==> config.mk <==
export PLATFORM = sky130hd
export DESIGN_NAME = shared_array_multi_stack_unit
export DESIGN_NICKNAME = d
export VERILOG_FILES = /design/src/sams_pkg.sv /design/src/sams_ram.sv /design/src/shared_array_multi_stack_unit.sv
export VERILOG_INCLUDE_DIRS = /design/src /design/src/src
export SDC_FILE = /design/constraint.sdc
export NUM_CORES = 2
export LEC_CHECK = 0
export ABC_AREA = 1
export BUFFER_PORTS_ARGS = -buffer_cell sky130_fd_sc_hd__buf_4
export CAP_MARGIN = 5
export CORE_ASPECT_RATIO = 1.1
export CORE_MARGIN = 2
export CORE_UTILIZATION = 50
export CTS_CLUSTER_SIZE = 16
export DETAILED_ROUTE_END_ITERATION = 8
export PLACE_DENSITY = 0.65
export SYNTH_ARGS = -nofsm -noshare
export SYNTH_HDL_FRONTEND = slang
export SYNTH_SLANG_ARGS = --single-unit
==> constraint.sdc <==
create_clock -name clk -period 6.6 [get_ports clk]
set_input_delay 0.33 -clock clk [delete_from_list [all_inputs] [get_ports clk]]
set_output_delay 0.33 -clock clk [all_outputs]
set_load 0.005 [all_outputs]
==> src/assert_macros.svh <==
`ifndef ASSERT_MACROS_SVH
`define ASSERT_MACROS_SVH

// Checked on every rising clock edge outside reset.
`define SAMS_ASSERT(lbl, prop, msg) \
	lbl: assert property (@(posedge clk) disable iff (!arst_n) (prop)) else $error(msg);

// Checked on every rising clock edge, reset included.
`define SAMS_ASSERT_ALWAYS(lbl, prop, msg) \
	lbl: assert property (@(posedge clk) (prop)) else $error(msg);

`endif

==> src/sams_pkg.sv <==
`timescale 1ns / 1ps

package sams_pkg;

	localparam int NUM_STACKS_DEF = 4;
	localparam int MEM_DEPTH_DEF  = 64;

	localparam int KEY_W   = 32;
	localparam int INDEX_W = 2;
	localparam int COUNT_W = 7;

	localparam logic OP_PUSH = 1'b0;
	localparam logic OP_POP  = 1'b1;

	typedef enum logic [2:0] {
		ST_IDLE,
		ST_DISPATCH,
		ST_POP_WAIT,
		ST_RSCAN,
		ST_LCHECK,
		ST_LSCAN,
		ST_COPY,
		ST_FINISH
	} state_t;

endpackage

==> src/sams_ram.sv <==
`timescale 1ns / 1ps

module sams_ram import sams_pkg::*; #(
	parameter int DEPTH = MEM_DEPTH_DEF,
	parameter int AW    = $clog2(MEM_DEPTH_DEF),
	parameter int DW    = KEY_W
) (
	input  logic          clk,
	input  logic          rd_en,
	input  logic [AW-1:0] rd_addr,
	output logic [DW-1:0] rd_data,
	input  logic          wr_en,
	input  logic [AW-1:0] wr_addr,
	input  logic [DW-1:0] wr_data
);

	logic [DW-1:0] mem [DEPTH];

	always_ff @(posedge clk) begin
		if (wr_en) begin
			mem[wr_addr] <= wr_data;
		end
	end

	// Read data holds until the next read.
	always_ff @(posedge clk) begin
		if (rd_en) begin
			rd_data <= mem[rd_addr];
		end
	end

endmodule

==> src/shared_array_multi_stack_unit.sv <==
`timescale 1ns / 1ps
// Channel   Dir  Fields (lowest bit up)
// s_axis    in   tuser: opcode; tdata: stack_index, key_in
// m_axis    out  tuser: ok; tdata: key_out, count
//
// A pop reads the top record of its stack into the output register; a pop of an
// empty stack loads a result with no read, and a push that finds room writes its key
// at the top. A push onto a full stack first repacks the record memory one record
// per cycle, moving neighbouring stacks into free room, then pushes if room was made.
// Reset sets the marks to equal empty regions at once; the record memory is not
// cleared. A waiting result only holds the block when a second result is ready.

module shared_array_multi_stack_unit import sams_pkg::*; #(
	parameter int NUM_STACKS = NUM_STACKS_DEF,
	parameter int MEM_DEPTH  = MEM_DEPTH_DEF
) (
	input  logic        clk,
	input  logic        arst_n,
	input  logic        s_axis_tvalid,
	output logic        s_axis_tready,
	input  logic [39:0] s_axis_tdata,  // stack_index[1:0], key_in[33:2], zero pad
	input  logic        s_axis_tuser,  // opcode
	output logic        m_axis_tvalid,
	input  logic        m_axis_tready,
	output logic [39:0] m_axis_tdata,  // key_out[31:0], count[38:32], zero pad
	output logic        m_axis_tuser   // ok
);

`include "assert_macros.svh"

	localparam int AW     = (MEM_DEPTH > 1) ? $clog2(MEM_DEPTH) : 1;
	localparam int MW     = $clog2(MEM_DEPTH + 1);
	localparam int SW     = $clog2(NUM_STACKS + 1);
	localparam int REGION = MEM_DEPTH / NUM_STACKS;

	// Marks are held offset by one: a stack owns slots bottom_q to top_q - 1.
	logic [MW-1:0] top_q    [NUM_STACKS+1];
	logic [MW-1:0] bottom_q [NUM_STACKS+1];

	state_t state_q, state_d;

	logic               op_q;
	logic [INDEX_W-1:0] k_q;
	logic [KEY_W-1:0]   key_q;
	logic [SW-1:0]      j_q;
	logic [MW-1:0]      src_q;
	logic [MW-1:0]      rem_q;
	logic               dir_right_q;
	logic               v_s1;
	logic [MW-1:0]      a_s1;

	logic               out_valid_q;
	logic               out_ok_q;
	logic [KEY_W-1:0]   out_key_q;
	logic [COUNT_W-1:0] out_cnt_q;

	logic [SW-1:0] k_idx;
	logic [MW-1:0] tk, bk, bk1, tj, bj, bj1, tjm;
	logic          k_valid, full_k, res_free;
	logic          res_load, res_ok;
	logic [KEY_W-1:0]   res_key;
	logic [COUNT_W-1:0] res_cnt;

	logic             rd_en, wr_en, copy_wr, push_wr;
	logic [AW-1:0]    rd_addr, wr_addr;
	logic [KEY_W-1:0] rd_data, wr_data;
	logic [MW-1:0]    copy_wr_addr;

	assign k_idx   = SW'(k_q);
	assign k_valid = int'(k_q) < NUM_STACKS;
	assign tk      = top_q[k_idx];
	assign bk      = bottom_q[k_idx];
	assign bk1     = bottom_q[k_idx + SW'(1)];
	assign tj      = top_q[j_q];
	assign bj      = bottom_q[j_q];
	assign bj1     = bottom_q[j_q + SW'(1)];
	assign tjm     = top_q[j_q - SW'(1)];
	assign full_k  = tk == bk1;
	assign res_free = !out_valid_q || m_axis_tready;

	assign s_axis_tready = state_q == ST_IDLE;

	// Copy pipeline: the record read in one cycle is written one slot over in the next.
	assign copy_wr      = v_s1;
	assign copy_wr_addr = dir_right_q ? a_s1 + MW'(1) : a_s1 - MW'(1);
	assign push_wr      = state_q == ST_FINISH && res_free && !full_k;
	assign wr_en        = copy_wr || push_wr;
	assign wr_addr      = copy_wr ? copy_wr_addr[AW-1:0] : tk[AW-1:0];
	assign wr_data      = copy_wr ? rd_data : key_q;

	always_comb begin
		rd_en    = 1'b0;
		rd_addr  = src_q[AW-1:0];
		res_load = 1'b0;
		res_ok   = 1'b0;
		res_key  = '0;
		res_cnt  = '0;
		state_d  = state_q;
		unique case (state_q)
			ST_IDLE: begin
				if (s_axis_tvalid) begin
					state_d = ST_DISPATCH;
				end
			end
			ST_DISPATCH: begin
				if (!k_valid) begin
					if (res_free) begin
						res_load = 1'b1;
						state_d  = ST_IDLE;
					end
				end else if (op_q == OP_POP) begin
					if (tk != bk) begin
						rd_en   = 1'b1;
						rd_addr = tk[AW-1:0] - AW'(1);
						state_d = ST_POP_WAIT;
					end else if (res_free) begin
						res_load = 1'b1;
						state_d  = ST_IDLE;
					end
				end else if (full_k && int'(k_q) < NUM_STACKS - 1) begin
					state_d = ST_RSCAN;
				end else begin
					state_d = ST_LCHECK;
				end
			end
			ST_POP_WAIT: begin
				if (res_free) begin
					res_load = 1'b1;
					res_ok   = 1'b1;
					res_key  = rd_data;
					res_cnt  = COUNT_W'(tk - bk);
					state_d  = ST_IDLE;
				end
			end
			ST_RSCAN: begin
				if (j_q == k_idx) begin
					state_d = ST_LCHECK;
				end else if (tj < bj1) begin
					state_d = ST_COPY;
				end
			end
			ST_LCHECK: begin
				state_d = (full_k && k_q != '0) ? ST_LSCAN : ST_FINISH;
			end
			ST_LSCAN: begin
				if (j_q > k_idx) begin
					state_d = ST_FINISH;
				end else if (tjm < bj) begin
					state_d = ST_COPY;
				end
			end
			ST_COPY: begin
				if (rem_q != '0) begin
					rd_en = 1'b1;
				end else if (!v_s1) begin
					state_d = dir_right_q ? ST_RSCAN : ST_LSCAN;
				end
			end
			ST_FINISH: begin
				if (res_free) begin
					res_load = 1'b1;
					res_ok   = !full_k;
					res_cnt  = COUNT_W'(tk - bk + MW'(!full_k));
					state_d  = ST_IDLE;
				end
			end
			default: state_d = ST_IDLE;
		endcase
	end

	always_ff @(posedge clk or negedge arst_n) begin
		if (!arst_n) begin
			state_q <= ST_IDLE;
		end else begin
			state_q <= state_d;
		end
	end

	always_ff @(posedge clk or negedge arst_n) begin
		if (!arst_n) begin
			for (int i = 0; i <= NUM_STACKS; i++) begin
				top_q[i]    <= MW'(i * REGION);
				bottom_q[i] <= MW'(i * REGION);
			end
			j_q  <= '0;
			rem_q <= '0;
			v_s1 <= 1'b0;
			a_s1 <= '0;
			src_q <= '0;
			dir_right_q <= 1'b0;
		end else begin
			v_s1 <= state_q == ST_COPY && rem_q != '0;
			a_s1 <= src_q;
			case (state_q)
				ST_DISPATCH: begin
					if (k_valid && op_q == OP_POP && tk != bk) begin
						top_q[k_idx] <= tk - MW'(1);
					end
					j_q <= SW'(NUM_STACKS - 1);
				end
				ST_RSCAN: begin
					if (j_q != k_idx) begin
						if (tj < bj1) begin
							src_q       <= tj - MW'(1);
							rem_q       <= tj - bj;
							dir_right_q <= 1'b1;
						end else begin
							j_q <= j_q - SW'(1);
						end
					end
				end
				ST_LCHECK: begin
					j_q <= SW'(1);
				end
				ST_LSCAN: begin
					if (j_q <= k_idx) begin
						if (tjm < bj) begin
							src_q       <= bj;
							rem_q       <= tj - bj;
							dir_right_q <= 1'b0;
						end else begin
							j_q <= j_q + SW'(1);
						end
					end
				end
				ST_COPY: begin
					if (rem_q != '0) begin
						src_q <= dir_right_q ? src_q - MW'(1) : src_q + MW'(1);
						rem_q <= rem_q - MW'(1);
					end else if (!v_s1) begin
						if (dir_right_q) begin
							top_q[j_q]    <= tj + MW'(1);
							bottom_q[j_q] <= bj + MW'(1);
							j_q           <= j_q - SW'(1);
						end else begin
							top_q[j_q]    <= tj - MW'(1);
							bottom_q[j_q] <= bj - MW'(1);
							j_q           <= j_q + SW'(1);
						end
					end
				end
				ST_FINISH: begin
					if (push_wr) begin
						top_q[k_idx] <= tk + MW'(1);
					end
				end
				default: ;
			endcase
		end
	end

	always_ff @(posedge clk) begin
		if (state_q == ST_IDLE && s_axis_tvalid) begin
			op_q  <= s_axis_tuser;
			k_q   <= s_axis_tdata[INDEX_W-1:0];
			key_q <= s_axis_tdata[INDEX_W+KEY_W-1:INDEX_W];
		end
	end

	always_ff @(posedge clk or negedge arst_n) begin
		if (!arst_n) begin
			out_valid_q <= 1'b0;
		end else if (res_load) begin
			out_valid_q <= 1'b1;
		end else if (m_axis_tready) begin
			out_valid_q <= 1'b0;
		end
	end

	always_ff @(posedge clk) begin
		if (res_load) begin
			out_ok_q  <= res_ok;
			out_key_q <= res_key;
			out_cnt_q <= res_cnt;
		end
	end

	assign m_axis_tvalid = out_valid_q;
	assign m_axis_tuser  = out_ok_q;
	assign m_axis_tdata  = {1'b0, out_cnt_q, out_key_q};

	sams_ram #(
		.DEPTH (MEM_DEPTH),
		.AW    (AW),
		.DW    (KEY_W)
	) u_ram (
		.clk     (clk),
		.rd_en   (rd_en),
		.rd_addr (rd_addr),
		.rd_data (rd_data),
		.wr_en   (wr_en),
		.wr_addr (wr_addr),
		.wr_data (wr_data)
	);

	`SAMS_ASSERT(a_limit_top, top_q[NUM_STACKS] == MW'(NUM_STACKS * REGION), "limit top moved")
	`SAMS_ASSERT(a_limit_bot, bottom_q[NUM_STACKS] == MW'(NUM_STACKS * REGION), "limit base moved")
	`SAMS_ASSERT(a_one_writer, !(copy_wr && push_wr), "copy write and push write together")
	`SAMS_ASSERT(a_target_order, (state_q == ST_FINISH) |-> (tk >= bk && tk <= bk1), "marks out of order")

endmodule
==> run summary <==
outcome = complete, no violations
share of power burned in the clock network = 21.8%
Cell variety after synth = 55
area added between synthesis and finish = 12.6%
Post-Syn Instances = 10.4k
setup clock skew after layout = 0.0437 ns
category of the worst setup path capture point = register
proportion of power drawn by combinational gates = 45.7%
global-route usage over all layers = 28.5%
postcts setup bufs = 0
worst-margin pin slew = 1.09 ns
critical path data arrival time = 6.74 ns
number of cells on the critical path = 16
CTS tree = done
post-route fraction of the period consumed by the critical path = 91.0%
Top delay family on crit path = simple AND/OR/NAND/NOR gates
NumNets Final = 10.6k
sequential element share of the synthesized area = 65.3%
Avg Synthesized Cell Area = 9.91 sq um
Critical Path RT = 7.33 ns
proportion of total power due to net switching = 43.9%
Critical Path Slowest Stage Cell = sky130_fd_sc_hd__edfxtp_1
warning count from the yosys run = 0
clk buf depth = 3
most frequent cells after synthesis = sky130_fd_sc_hd__nand2_1, sky130_fd_sc_hd__nand3_1, sky130_fd_sc_hd__edfxtp_1
first-pass GRT wire length = 446000 um
most frequent cell on the critical path = sky130_fd_sc_hd__nand3_1
ordered list of cells on the worst path = o21ai_0, nand2_1, inv_1, ha_1, nand4_1, nor3_1, nand3_4, nand2_4, inv_2, o21ai_4, buf_12, buf_4, nand3_1, nand3_1, nand3_1, nand2_1
setup_tns = 0 ns
Area contributors post-synth = sky130_fd_sc_hd__edfxtp_1, sky130_fd_sc_hd__nand3_1, sky130_fd_sc_hd__nand2_1, sky130_fd_sc_hd__inv_1, sky130_fd_sc_hd__dfrtp_1
post-synth design cell area = 0.103 sq mm
flops & latches, synth = 2253
cell with the most instances after synthesis = sky130_fd_sc_hd__nand2_1
portion of total power attributed to sequential cells = 32.5%
remaining global-route overflow = 0
CTS clock-pin slew for the worst setup and hold paths = 0.06 ns
antenna violations before repair = 12
post-synth top area share = 62.9%
drt initial violations = 8255
final hold violation count = 0
Synth area leader = sky130_fd_sc_hd__edfxtp_1
path class of the lowest-slack min-delay path = in -> reg
Total Routed Length = 303000 um
share of flip-flops with an asynchronous set or reset = 4.35%
CTS root buffer = sky130_fd_sc_hd__clkbuf_16
worst supply voltage drop on vdd = 0.000668 V
detailed-route DRC error count = 0
number of stages on the worst hold path = 2
maximum fanout along the worst path = 56
overall power of the completed layout = 0.0562 W
slowest stage delay, CP = 0.99 ns
total buffers and inverters traversed by the critical path = 4
starting density of the core = 50.4%
Clock Latency Late Sink = 0.91 ns
setup violation total in the final timing report = 0
Slew headroom = 27.3%
count of nets left with antenna violations after detail routing = 0
final-layout fill cell count = 16.9k
routed via count = 74.3k
count of standard-cell rows = 174
crit start category = register
Post-synth EDFFs = 2155
dominant register cell in the synthesized netlist = sky130_fd_sc_hd__edfxtp_1
HPWL Detailed = 176000 um
port bufs = 80
cell count of the worst reg-to-reg path = 16
Die Span X = 437 um
post-route minimum period = 6.01 ns
I/O pin total = 88
number of detailed-route iterations in the first pass = 7
internal power = 0.0315 W
core region area = 0.204 sq mm
syn nets = 10.5k
unrepaired setup endpoints after global routing = no
clk sink count = 2253
H-tree depth = 4
count of max-cap constraint violations = 0
post-detailed-route via-to-cell ratio = 5.54
routed len/inst = 22.6 um
critical path class = reg -> reg
routability-driven placement congestion ratio = 0.916
worst slack at placement = 0.850 ns
P_leak = 49.1 nW
Power Density = 485 mW/mm^2
reported net switching power = 0.0247 W
vias in the first global route = 70.5k
largest net degree at the start of global routing = 105
number of buffers inserted during clock tree synthesis = 220
multi-input logic area = 0.0260 sq mm
total area of sequential cells = 0.0672 sq mm
final worst-path setup slack = 0.591 ns
highest achievable clock rate = 166 MHz
y dimension of the die = 480 um
number of pins with negative max-slew slack in the final report = 0
area of the die = 0.210 sq mm
proportion of layout cells with a drive suffix above 1 = 7.69%
-- final timing paths --
kind / slack [ns] / end / from
setup / recovery: 0.59 / u_ram.rd_data[4] / k_q[0]
hold / removal: 0.17 / key_q[8] / s_axis_tdata[10]
setup reg to reg: 0.59 / u_ram.rd_data[4] / k_q[0]
hold reg to reg: 0.49 / rem_q[0] / rem_q[0]
max in group asynchronous: 5.02 / top_q[8] / arst_n
min in group asynchronous: 0.58 / top_q[25] / arst_n
-- layout by cell type, fill, tap and decap left out, drive strengths merged, types with 49 or more instances in the layout --
cell and instances:
buf 379, ha 49, edfxtp 2155, nand3 2270
clkbuf 278, nand2 2393, inv 2145, dfrtp 88
nor2 211, a21oi 128, clkinv 104, o21ai 246
-- per-stage QoR --
step                hold slack, ns  area (sq um)  util [%]  instances
floorplan                   0.0344        103000         -      10400
global placement             0.318        109000      53.1      13000
detailed placement           0.317        109000      53.1      13000
CTS                          0.108        116000      56.7      13400
global route                 0.151        116000      56.7      13400
finish                       0.173        116000      56.7      13400
-- what timing repair did --
item | CTS | global route
gates resized for setup | 0 | 0
hold buffers | 40 | 0
hold endpoints to repair | 78 | 0
-- worst reg2reg max path, cell delays in order, from the launching register on --
cell and delay (ns):
sky130_fd_sc_hd__edfxtp_1 0.99, sky130_fd_sc_hd__o21ai_0 0.23, sky130_fd_sc_hd__nand2_1 0.42, sky130_fd_sc_hd__inv_1 0.24, sky130_fd_sc_hd__ha_1 0.41, sky130_fd_sc_hd__nand4_1 0.16, sky130_fd_sc_hd__nor3_1 0.40, sky130_fd_sc_hd__nand3_4 0.23
sky130_fd_sc_hd__nand2_4 0.29, sky130_fd_sc_hd__inv_2 0.20, sky130_fd_sc_hd__o21ai_4 0.28, sky130_fd_sc_hd__buf_12 0.42, sky130_fd_sc_hd__buf_4 0.58, sky130_fd_sc_hd__nand3_1 0.23, sky130_fd_sc_hd__nand3_1 0.29, sky130_fd_sc_hd__nand3_1 0.37
sky130_fd_sc_hd__nand2_1 0.15
-- flip-flops by register name, summed over array words and instances (netlist names), 2 cells and up --
name	flops
j_q	3
src_q	6
state_q	3
a_s1	6
rem_q	7
u_ram.rd_data	32
out_key_q	32
key_q	32
out_cnt_q	7
top_q	35
bottom_q	35
u_ram.mem	2048
k_q	2
-- layer usage --
| layer | part of all wire (%) | vias up | wire, um | track usage (%) |
|---|---|---|---|---|
| met3 | 9.7 | 659 | 29500 | 5.18 |
| met5 | 0.013 | - | 40 | 0 |
| li1 | - | 34100 | - | - |
| met1 | 39 | 35900 | 120000 | 38.2 |
| met2 | 47 | 3656 | 141000 | 46.1 |
| met4 | 4.1 | 6 | 12500 | 11.7 |
-- final cells by class --
type	instances	area share [%]
multi-input cells	5458	22.4
well taps	2728	2.95
repair buffers	418	3.75
clock buffers	278	4.96
flip-flops and latches	2253	58.0
clock inverters	124	1.00
inverters	2145	6.96
diodes	3	0.00648
-- power by group through the flow --
stage	Clock [W]	Sequential [W]	Combinational (W)
after floorplan	0	0.0184	0.0154
after CTS	0.0124	0.0182	0.0253
final	0.0122	0.0183	0.0257
after detailed placement	0	0.0185	0.0251
after global placement	0	0.0185	0.0247
after global routing	0.0129	0.0183	0.0276
-- logic make-up after synthesis --
group,share of synthesized area [%]
AOI/OAI and AO/OA,2.42
muxes,0.00972
DFF,65.3
adders and majority gates,0.673
other,0.00364
xor gates and xnor gates,0.383
buffers and inverters,10.5
and+or+nand+nor,20.8
Power figures use the tool's default switching activity.
